## src/rtl/core/nprs_pkg.sv

```systemverilog
package nprs_pkg;

    // Number format of all values.
    localparam int VALUE_WIDTH = 32;
    localparam int FRAC_BITS   = 16;

    // Derived widths of the datapath.
    localparam int TW   = 2 * VALUE_WIDTH + 3;          // signed stencil sum
    localparam int TMW  = 2 * VALUE_WIDTH + 2;          // its magnitude
    localparam int NW   = TMW + VALUE_WIDTH;            // numerator before the shift
    localparam int NSW  = NW + FRAC_BITS + 1;           // numerator as divided
    localparam int HW   = 2 * VALUE_WIDTH + 1;          // h * hb
    localparam int DW   = HW + VALUE_WIDTH;             // denominator
    localparam int QW   = VALUE_WIDTH + 2;              // quotient bits kept
    localparam int DSW  = DW + QW - 1;                  // aligned divisor
    localparam int CW   = $clog2(QW);                   // division step counter
    localparam int QDEPTH = 4;                          // job queue depth
    localparam int QPW  = $clog2(QDEPTH);

    // Configuration register indexes.
    typedef enum logic [1:0] {
        CFG_LEFT_BOUNDARY  = 2'd0,
        CFG_RIGHT_BOUNDARY = 2'd1,
        CFG_FIRST_GAP      = 2'd2,
        CFG_SCALE          = 2'd3
    } cfg_index_t;

    // One point to evaluate, handed from the front to the back.
    typedef struct packed {
        logic [VALUE_WIDTH-1:0] up;
        logic [VALUE_WIDTH-1:0] u;
        logic [VALUE_WIDTH-1:0] un;
        logic [VALUE_WIDTH-1:0] hb;
        logic [VALUE_WIDTH-1:0] hf;
        logic                   last;
    } job_t;

    // Back-end sequencer states.
    typedef enum logic [2:0] {
        ST_IDLE,
        ST_MUL,
        ST_ACC,
        ST_DIV,
        ST_ROUND,
        ST_OUT
    } back_state_t;

    // Magnitude of a two's complement value; the most negative value fits unsigned.
    function automatic logic [VALUE_WIDTH-1:0] mag(input logic [VALUE_WIDTH-1:0] v);
        mag = v[VALUE_WIDTH-1] ? (~v + 1'b1) : v;
    endfunction

endpackage

```

## src/rtl/core/nprs_queue.sv

```systemverilog
module nprs_queue
(
    input  logic              clk,
    input  logic              rst_n,
    input  logic              push,
    input  nprs_pkg::job_t    push_job,
    output logic              full,
    input  logic              pop,
    output logic              empty,
    output nprs_pkg::job_t    head_job
);

    nprs_pkg::job_t              mem_reg [nprs_pkg::QDEPTH];
    logic [nprs_pkg::QPW-1:0]    wr_ptr_reg, wr_ptr_next;
    logic [nprs_pkg::QPW-1:0]    rd_ptr_reg, rd_ptr_next;
    logic [nprs_pkg::QPW:0]      count_reg, count_next;

    assign full     = (count_reg == (nprs_pkg::QPW+1)'(nprs_pkg::QDEPTH));
    assign empty    = (count_reg == '0);
    assign head_job = mem_reg[rd_ptr_reg];

    // Pointer and fill count update.
    always_comb
    begin
        wr_ptr_next = wr_ptr_reg + ((push && !full) ? 1'b1 : 1'b0);
        rd_ptr_next = rd_ptr_reg + ((pop && !empty) ? 1'b1 : 1'b0);
        count_next  = count_reg;
        if ((push && !full) && !(pop && !empty))
        begin
            count_next = count_reg + 1'b1;
        end
        else if (!(push && !full) && (pop && !empty))
        begin
            count_next = count_reg - 1'b1;
        end
    end

    always_ff @(posedge clk or negedge rst_n)
    begin
        if (!rst_n)
        begin
            wr_ptr_reg <= '0;
            rd_ptr_reg <= '0;
            count_reg  <= '0;
        end
        else
        begin
            wr_ptr_reg <= wr_ptr_next;
            rd_ptr_reg <= rd_ptr_next;
            count_reg  <= count_next;
        end
    end

    // Entry storage.
    always_ff @(posedge clk)
    begin
        if (push && !full)
        begin
            mem_reg[wr_ptr_reg] <= push_job;
        end
    end

endmodule

```

## config.mk

```make
export PLATFORM = sky130hd
export DESIGN_NAME = nprs_queue
export DESIGN_NICKNAME = d
export VERILOG_FILES = /design/src/rtl/core/nprs_pkg.sv /design/src/rtl/core/nprs_queue.sv
export SDC_FILE = /design/constraint.sdc
export NUM_CORES = 1
export LEC_CHECK = 0
export BUFFER_PORTS_ARGS = -buffer_cell sky130_fd_sc_hd__buf_2
export CAP_MARGIN = 0
export CORE_MARGIN = 2
export CORE_UTILIZATION = 60
export DETAILED_ROUTE_END_ITERATION = 8
export HOLD_SLACK_MARGIN = 0.03
export PLACE_DENSITY = 0.83
export SLEW_MARGIN = 20
export SYNTH_ARGS = -nofsm -noshare
export SYNTH_HDL_FRONTEND = slang
export SYNTH_SLANG_ARGS = --single-unit
```

## constraint.sdc

```tcl
create_clock -name clk -period 35.8 [get_ports clk]
set_input_delay 1.79 -clock clk [delete_from_list [all_inputs] [get_ports clk]]
set_output_delay 1.79 -clock clk [all_outputs]
set_load 0.02 [all_outputs]
```

==> reports/metrics.yaml, run 1 <==
wl_um: 47100
syn2layout_area_growth_pct: 17.7
worstSetupPathType: "flop to primary output"
synth_top_area_cell: "edfxtp_1"
async_reset_ff_frac: 0.0108
root_buffer: "clkbuf_16"
synthTopCellsByArea: "edfxtp_1 (82%), mux4_2 (15%), dfrtp_1 (0.74%)"
synth_area_per_cell_um2: 27.1
maxCapViolCount: 0
worst_pin_slew_ps: 1040
grt_max_degree: 67
die-area_mm2: 0.0409
clock_path_buffers: 3
wire_per_inst_um: 25.8
min_path_type: "flop to flop"
synth_common_cells: "edfxtp_1 (644), mux4_2 (161), buf_2 (16)"
start_kind: "flop"
relSlewSlack: 0.309
postSynthCellCount: 870
grt-ovfl-total: 0
post-synth-top-count-cell: "edfxtp_1"
fin_skew_ps: 22.3
nFillCells: 2196
setup.worst_path.end_class: "primary output"
fp-row-count: 72
clock_latency_ps: 610
drt-pass1-iter-count: 5
coreArea_mm2: 0.0387
cp_max_fo: 44
cts_inserted_buffers: 61
synth_fp_nets: 1039
status: "finished clean"
ys_seq_elements: 651
holdWs_ps: 503
cts.clk_slew.worst_paths_ps: 60
finalCriticalPeriod_ps: 5010
grt_pass1_vias: 11351
reg2reg_slack_ps: 32100
htreeDepth: 2
slowest_stage: "dfrtp_4"
setup_viol: 0
drt_iter0_drc: 851
initial_core_util: 0.608
ant_nets: 0
synth.top_cell.area_share: 0.821
hold_viol: 0
grt_pass1_wl_um: 70200
synth_edf_count: 644
fin_util: 0.716
worstPathArrival_ps: 3220
synth_seq_area_share: 0.828
p_leak_nw: 9.43
clock_sinks: 651
port_buffers: 327
fin_crit_sh: 0.140
yosysUniqueCellTypes: 19
cp_data_required_time_ps: 34010
path_cells: "buf_4, mux4_2, buf_2"
cts-resized-gates: 0
fmax_ghz: 0.200
ys.flop_type: "edfxtp_1"
drive_gt1_frac: 0.460
path_buf_inv: 2
viasPerCell: 5.88
gp_congestion: 0.747
setup_tns_ps: 0
p_total_mw: 2.44
place.detailed.hpwl_um: 26900
drc: 0
ios: 328
critPathMaxStageDelay_ps: 1020
synth_area_mm2: 0.0236
cts_tree: "built"
largest_reg_flops: 644
crit_family: "flip-flops"
rsz0062_at_grt: "no"
powerDensity_mw_per_mm2: 87.8
antenna_found_initial: 15
layout.nets: 1410
cts_setup_buffers: 0
grt_util_all_layers: 0.233
cts_hold_buf: 0
ir_drop_mv: 0.0668
via_count: 10707
die_w_um: 202
drv_slew: 0
die_h_um: 202
synth_warnings: 0
## per-stage QoR
stage               setup slack, ps  cells  instance area (µm²)
CTS                           30420   1811                27700
global route                  30480   1819                27700
floorplan                     21340    870                23600
global placement              30870   1695                25800
finish                        30790   1821                27700
detailed placement            30890   1695                25800
## cells in the final DEF, fill, tap and decap left out, types with 2 or more instances in the layout
cell type  instances
buf_2            327
buf_4             16
bufinv_16          5
clkbuf_1          13
clkbuf_16         63
clkinv_1          20
clkinv_2          12
dfrtp_1            5
dfrtp_4            2
diode_2            9
edfxtp_1         644
ha_1               3
inv_1              3
mux4_2           161
nand2b_1           2
nor3b_2            2
xor2_1             4
## layer usage
| metal | up-vias | track usage | wire [µm] |
|---|---|---|---|
| li1 | 4556 | - | - |
| met1 | 5560 | 0.313 | 17900 |
| met2 | 478 | 0.378 | 23900 |
| met3 | 99 | 0.0658 | 3880 |
| met4 | 14 | 0.0753 | 1260 |
| met5 | - | 0 | 97 |
## worst register-to-register path, stage by stage, from the launching register on
cell,delay (ps)
dfrtp_1,410
nor3b_1,180
nand2b_1,230
inv_1,150
and3_4,610
buf_4,730
buf_4,910
## cell type report
| type | count | area [µm²] | share of cell area |
|---|---|---|---|
| diodes | 9 | 22.5 | 0.000812 |
| clock buffers | 76 | 1630 | 0.0586 |
| clock inverters | 40 | 310 | 0.0112 |
| inverters | 3 | 11.3 | 0.000406 |
| multi-input cells | 180 | 3810 | 0.137 |
| flip-flops and latches | 651 | 19500 | 0.704 |
| well taps | 518 | 648 | 0.0234 |
| repair buffers | 344 | 1780 | 0.0643 |
## path summary, 6_finish.rpt
check,start,to,depth (start not counted)
setup / recovery,rd_ptr_reg[0],head_job[15],3
hold / removal,count_reg[2],count_reg[2],1
setup reg to reg,count_reg[2],mem_reg[3][76],6
hold reg to reg,count_reg[2],count_reg[2],1
max in group asynchronous,rst_n,rd_ptr_reg[1],1
min in group asynchronous,rst_n,wr_ptr_reg[1],1
## logic make-up (layout without fill, tap and decap cells)
group | after synthesis | count (layout) | synth area share
flip-flops | 651 | 651 | 0.828
multiplexers | 162 | 162 | 0.154
buffers and inverters | 39 | 463 | 0.0110
AND/OR/NAND/NOR | 9 | 9 | 0.00234
XOR/XNOR | 5 | 5 | 0.00186
adder cells (fa/ha/maj) | 4 | 4 | 0.00244
other | 0 | 9 | 0
## report_power, final
group | switching, mW | internal [mW]
logic | 0.446 | 0.295
clock network | 0.265 | 0.356
registers | 0.0645 | 1.01
No activity file was read; power rests on OpenSTA's default activity.
==> run 2: changes to the inputs <==
--- a/config.mk
+++ b/config.mk
@@ -8,10 +8,10 @@
 export BUFFER_PORTS_ARGS = -buffer_cell sky130_fd_sc_hd__buf_2
 export CAP_MARGIN = 0
 export CORE_MARGIN = 2
-export CORE_UTILIZATION = 60
+export CORE_UTILIZATION = 51
 export DETAILED_ROUTE_END_ITERATION = 8
 export HOLD_SLACK_MARGIN = 0.03
-export PLACE_DENSITY = 0.83
+export PLACE_DENSITY = 0.75
 export SLEW_MARGIN = 20
 export SYNTH_ARGS = -nofsm -noshare
 export SYNTH_HDL_FRONTEND = slang
==> constraint.sdc (replaced) <==
create_clock -name clk -period 4.23 [get_ports clk]
set_input_delay 0.2115 -clock clk [delete_from_list [all_inputs] [get_ports clk]]
set_output_delay 0.2115 -clock clk [all_outputs]
set_load 0.02 [all_outputs]
==> run 2 against run 1 <==
  * Core utilization fell by 5.6 points
  * Via count rose by 5.7%
  * Register-to-register slack got worse by 30000 ps
  * Largest power group unchanged
==> reports/metrics.yaml, run 2 (same netlist as run 1, synthesis figures left out) <==
status: "finished clean"  # unchanged
nFillCells: 2886  # was 2196
die_w_um: 219  # was 202 µm
drc: 0  # unchanged
drt_iter0_drc: 1019  # was 851
final_common_cell: "edfxtp_1"  # unchanged
port_buffers: 327  # unchanged
worstPathArrival_ps: 2750  # was 3220 ps
relSlewSlack: 0.309  # about the same
finalCriticalPeriod_ps: 2960
ios: 328  # unchanged
start_kind: "flop"  # unchanged
dr.max_layer_used: "met5"  # unchanged
min_from: "push"  # was count_reg[2]
min_path_type: "primary input to flop"  # was flop to flop
antenna_found_initial: 10  # was 15
htreeDepth: 3  # was 2
drt-pass1-iter-count: 5  # unchanged
clock_path_buffers: 3  # unchanged
gp_congestion: 0.759  # was 0.747
fin_skew_ps: 18.3  # was 22.3 ps
powerDensity_mw_per_mm2: 718  # was 87.8 mW/mm²
drive_gt1_frac: 0.420  # was 0.460
fin_crit_sh: 0.699
cts.clk_slew.worst_paths_ps: 60  # about the same
r2r-start: "count_reg[2]"  # unchanged
largest_reg_flops: 644  # unchanged
met1_length_um: 18500  # was 17900 µm
grt_max_degree: 94  # was 67
pre_cts_ws_ps: 1750  # was 30890 ps
cts_setup_buffers: 0  # unchanged
viasPerCell: 5.44  # was 5.88
p_leak_nw: 10.3  # was 9.43 nW
worstSetupEndpoint: "head_job[110]"  # was head_job[15]
rr_worst_depth: 5  # was 6
die-area_mm2: 0.0479  # was 0.0409 mm²
layout.nets: 1592  # was 1410
hold_viol: 0  # unchanged
cts-resized-gates: 0  # unchanged
via_count: 11321  # was 10707
die_h_um: 219  # was 202 µm
root_buffer: "clkbuf_16"  # unchanged
maxCapViolCount: 0  # unchanged
setup_viol: 0  # unchanged
drv_slew: 0  # unchanged
met3_length_um: 3900  # was 3880 µm
cp_data_required_time_ps: 4020  # was 34010 ps
path_cells: "buf_12, mux4_2, buf_2"  # was buf_4, mux4_2, buf_2
wire_per_inst_um: 23.7  # was 25.8 µm
critPathMaxStageDelay_ps: 920  # was 1020 ps
fin_ws_ps: 1270  # was 30790 ps
holdWs_ps: 89.1  # was 503 ps
grt_pass1_vias: 12351  # was 11351
r2r-end: "mem_reg[3][151]"  # was mem_reg[3][76]
cp_max_fo: 45  # was 44
place.detailed.hpwl_um: 27200  # was 26900 µm
wl_um: 49200  # was 47100 µm
setup.worst_path.end_class: "primary output"  # unchanged
grt-ovfl-total: 0  # unchanged
crit_path_start: "rd_ptr_reg[0]"  # unchanged
grt_pass1_wl_um: 74100  # was 70200 µm
ant_nets: 0  # unchanged
final_cell_mix: "edfxtp_1 (644), buf_2 (327), dlygate4sd3_1 (164)"  # was edfxtp_1 (644), buf_2 (327), mux4_2 (161)
fmax_ghz: 0.338
reg2reg_slack_ps: 1810  # was 32100 ps
rsz0062_at_grt: "no"  # unchanged
cts_tree: "built"  # unchanged
coreArea_mm2: 0.0455  # was 0.0387 mm²
initial_core_util: 0.518  # was 0.608
fp-row-count: 78  # was 72
syn2layout_area_growth_pct: 27.3  # was 17.7%
wl_met2_um: 25700  # was 23900 µm
clock_latency_ps: 600  # was 610 ps
clock_sinks: 651  # unchanged
grt_util_all_layers: 0.210  # was 0.233
ir_drop_mv: 0.467  # was 0.0668 mV
worstSetupPathType: "flop to primary output"  # unchanged
slowest_stage: "dfrtp_4"  # unchanged
worst_pin_slew_ps: 1040  # about the same
cts_inserted_buffers: 66  # was 61
run 2: cell types whose count changed in the layout (fill, tap and decap cells not counted), sizes merged:
cell | before | now
clkinvlp | 1 | 2
clkbuf | 76 | 73
inv | 4 | 11
bufinv | 5 | 10
dlygate4sd3 | 0 | 164
clkinv | 33 | 22
buf | 344 | 357
diode | 9 | 10
run 2: area by class of cell:
type / instances / area (µm²) / area share
Multi-Input combinational cell: 180 / 3850 / 0.128
Inverter: 3 / 11.3 / 0.000375
Clock inverter: 42 / 485 / 0.0162
Timing Repair Buffer: 521 / 3690 / 0.123
Tap cell: 600 / 751 / 0.0250
Antenna cell: 10 / 25.0 / 0.000834
Sequential cell: 651 / 19500 / 0.651
Clock buffer: 73 / 1680 / 0.0559
run 2: timing repair:
item,4_1_cts,5_1_grt
hold buffers,164,0
endpoints found under the setup margin,0,0
hold endpoints to repair,652,0
run 2: report_power, final:
group | leakage (nW) | internal [mW] | total [mW] | switching, mW
combinational | 3.31 | 2.78 | 6.77 | 3.99
sequential | 5.98 | 8.52 | 8.93 | 0.412
clock | 1.05 | 3.48 | 5.84 | 2.36
total | 10.3 | 14.8 | 21.5 | 6.76
run 2: worst min path at each step:
stage | to | cells past startpoint
final | wr_ptr_reg[0] | 4
after global routing | wr_ptr_reg[0] | 4
after CTS | wr_ptr_reg[0] | 4
after detailed placement | count_reg[2] | 1
after global placement | count_reg[2] | 1
after floorplan | count_reg[0] | 0
run 2: routing by layer:
metal	GRT usage	vias to the layer above
met1	0.263	5883
met3	0.0622	77
met4	0.0727	4
met2	0.352	440
met5	0	-
li1	-	4917
run 2: worst max-delay path: cells and delay by family (launching register included):
family | cells | cell delay (ps)
flops | 1 | 920
mux | 1 | 580
buf+inv | 2 | 590
run 2: through the flow:
step	cell area, µm²	TNS (ps)	std cells	utilization	power, mW
after floorplan	23600	-463680	870	-	13.6
after global placement	26200	0	1790	0.575	15.6
after detailed placement	26200	0	1791	0.576	15.7
after CTS	30000	0	2070	0.659	21.7
after global routing	30000	0	2077	0.660	22.4
final	30000	0	2080	0.660	21.5
==> run 3: changes to the inputs <==
==> constraint.sdc (replaced) <==
create_clock -name clk -period 2.5 [get_ports clk]
set_input_delay 0.125 -clock clk [delete_from_list [all_inputs] [get_ports clk]]
set_output_delay 0.125 -clock clk [all_outputs]
set_load 0.02 [all_outputs]
==> run 3 against run 2 <==
  * Design area fell by 0.14%
  * Sequential cell count stayed put
  * Sequential share of layout area rose by 0.092 points
  * Register-to-register slack got worse by 1500 ps
  * Largest power group unchanged
==> reports/metrics.yaml, run 3 (same netlist as run 1, synthesis figures left out) <==
grt-ovfl-total: 0  # unchanged
ant_nets: 0  # unchanged
layout.nets: 1600  # was 1592
slowest_stage: "mux4_2"  # was dfrtp_4
drt-pass1-iter-count: 5  # unchanged
place_area_mm2: 0.0263  # was 0.0262 mm²
grt_pass1_vias: 12172  # was 12351
min_path_type: "primary input to flop"  # unchanged
htreeDepth: 2  # was 3
critPathMaxStageDelay_ps: 560  # was 920 ps
fin_skew_ps: 23.9  # was 18.3 ps
ios: 328  # unchanged
holdWs_ps: 260  # was 89.1 ps
cts_tree: "built"  # unchanged
worstPathArrival_ps: 2210  # was 2750 ps
rsz0062_at_grt: "no"  # unchanged
worst_pin_slew_ps: 578  # was 1040 ps
root_buffer: "clkbuf_16"  # unchanged
initial_core_util: 0.518  # unchanged
clock_path_buffers: 3  # unchanged
start_kind: "flop"  # unchanged
grt_max_degree: 85  # was 94
clock_latency_ps: 620  # was 600 ps
maxCapViolCount: 0  # unchanged
grt_util_all_layers: 0.199  # was 0.210
gp_congestion: 0.742  # was 0.759
drc: 0  # unchanged
grt_pass1_wl_um: 71300  # was 74100 µm
die-area_mm2: 0.0479  # unchanged
status: "finished clean"  # unchanged
crit_family: "buffers and inverters"  # was flip-flops
fmax_ghz: 0.428
port_buffers: 327  # unchanged
die_w_um: 219  # unchanged
fp-row-count: 78  # unchanged
syn2layout_area_growth_pct: 27.1  # was 27.3%
relSlewSlack: 0.614  # was 0.309
place.detailed.hpwl_um: 27400  # was 27200 µm
wire_per_inst_um: 22.5  # was 23.7 µm
via_count: 11247  # was 11321
cp_max_fo: 20  # was 45
post-route-cell-area_mm2: 0.0300  # about the same
wl_um: 47000  # was 49200 µm
drv_slew: 0  # unchanged
cp_data_required_time_ps: 2380  # was 4020 ps
final_cell_mix: "edfxtp_1 (644), buf_2 (327), dlygate4sd3_1 (165)"  # was edfxtp_1 (644), buf_2 (327), dlygate4sd3_1 (164)
worstSetupPathType: "flop to primary output"  # unchanged
ir_drop_mv: 0.839  # was 0.467 mV
finalCriticalPeriod_ps: 2340
crit_top_cell: "buf_12"
viasPerCell: 5.39  # was 5.44
clock_sinks: 651  # unchanged
cts.clk_slew.worst_paths_ps: 60  # about the same
largest_reg_flops: 644  # unchanged
coreArea_mm2: 0.0455  # unchanged
setup.worst_path.end_class: "primary output"  # unchanged
p_leak_nw: 10.3  # about the same
final_common_cell: "edfxtp_1"  # unchanged
setup_viol: 0  # unchanged
drive_gt1_frac: 0.421  # was 0.420
path_buf_inv: 3  # was 2
antenna_found_initial: 2  # was 10
powerDensity_mw_per_mm2: 1190  # was 718 mW/mm²
drt_iter0_drc: 741  # was 1019
die_h_um: 219  # unchanged
hold_viol: 0  # unchanged
fin_crit_sh: 0.934
cts_inserted_buffers: 61  # was 66
path_cells: "buf_12, buf_12, mux4_2, buf_2"  # was buf_12, mux4_2, buf_2
-- run 3: path summary, 6_finish.rpt --
check / from / endpoint / slack [ps] / depth (start not counted)
min in group asynchronous: rst_n / count_reg[2] / 510 / 3
hold reg to reg: count_reg[2] / count_reg[2] / 510 / 1
setup / recovery: rd_ptr_reg[0] / head_job[36] / 160 / 4
setup reg to reg: count_reg[0] / count_reg[2] / 340 / 8
max in group asynchronous: rst_n / rd_ptr_reg[0] / 1680 / 3
hold / removal: push_job[35] / mem_reg[1][35] / 260 / 2
-- run 3: metrics by stage --
stage,power (mW),util,TNS (ps),worst slack [ps],instances
floorplan,23.0,-,-1299260,-2800,870
global placement,26.8,0.579,0,509,1801
detailed placement,27.0,0.579,0,424,1801
CTS,36.2,0.659,0,53.3,2083
global route,37.3,0.659,0,10.6,2085
finish,35.7,0.659,0,164,2085
-- run 3: routing by layer --
layer / vias up / global-route usage / share of wire
li1: 4922 / - / -
met1: 5923 / 0.270 / 0.41
met2: 348 / 0.328 / 0.51
met3: 54 / 0.0528 / 0.068
met4: 0 / 0.0498 / 0.017
met5: - / 0 / 0
-- run 3: cell type report --
class | count | area [µm²]
Sequential cell | 651 | 19500
Fill cell | 2913 | 15500
Timing Repair Buffer | 534 | 3890
Multi-Input combinational cell | 180 | 3850
Clock buffer | 77 | 1650
Tap cell | 600 | 751
Clock inverter | 38 | 283
Inverter | 3 | 11.3
Antenna cell | 2 | 5.00
-- run 3: worst register-to-register path, stage by stage, from the launching register on --
cell and delay [ps]:
dfrtp_1 470, nor3_1 330, nand2b_1 180, ha_1 210, inv_1 90, fa_1 380, xor2_1 160, nor2_1 130
xor2_1 150
-- run 3: report_power, final --
part           internal, mW  switching [mW]  total (mW)
clock                  5.06            3.78        8.84
combinational          4.99            6.89        11.9
sequential             14.4           0.612        15.0
-- run 3: what timing repair did --
item                       in CTS  in global routing
gates resized for setup         0                  1
hold buffers                  165                  0
setup buffers                   2                  0
hold endpoints to repair      655                  0
setup endpoints to repair     113                  4
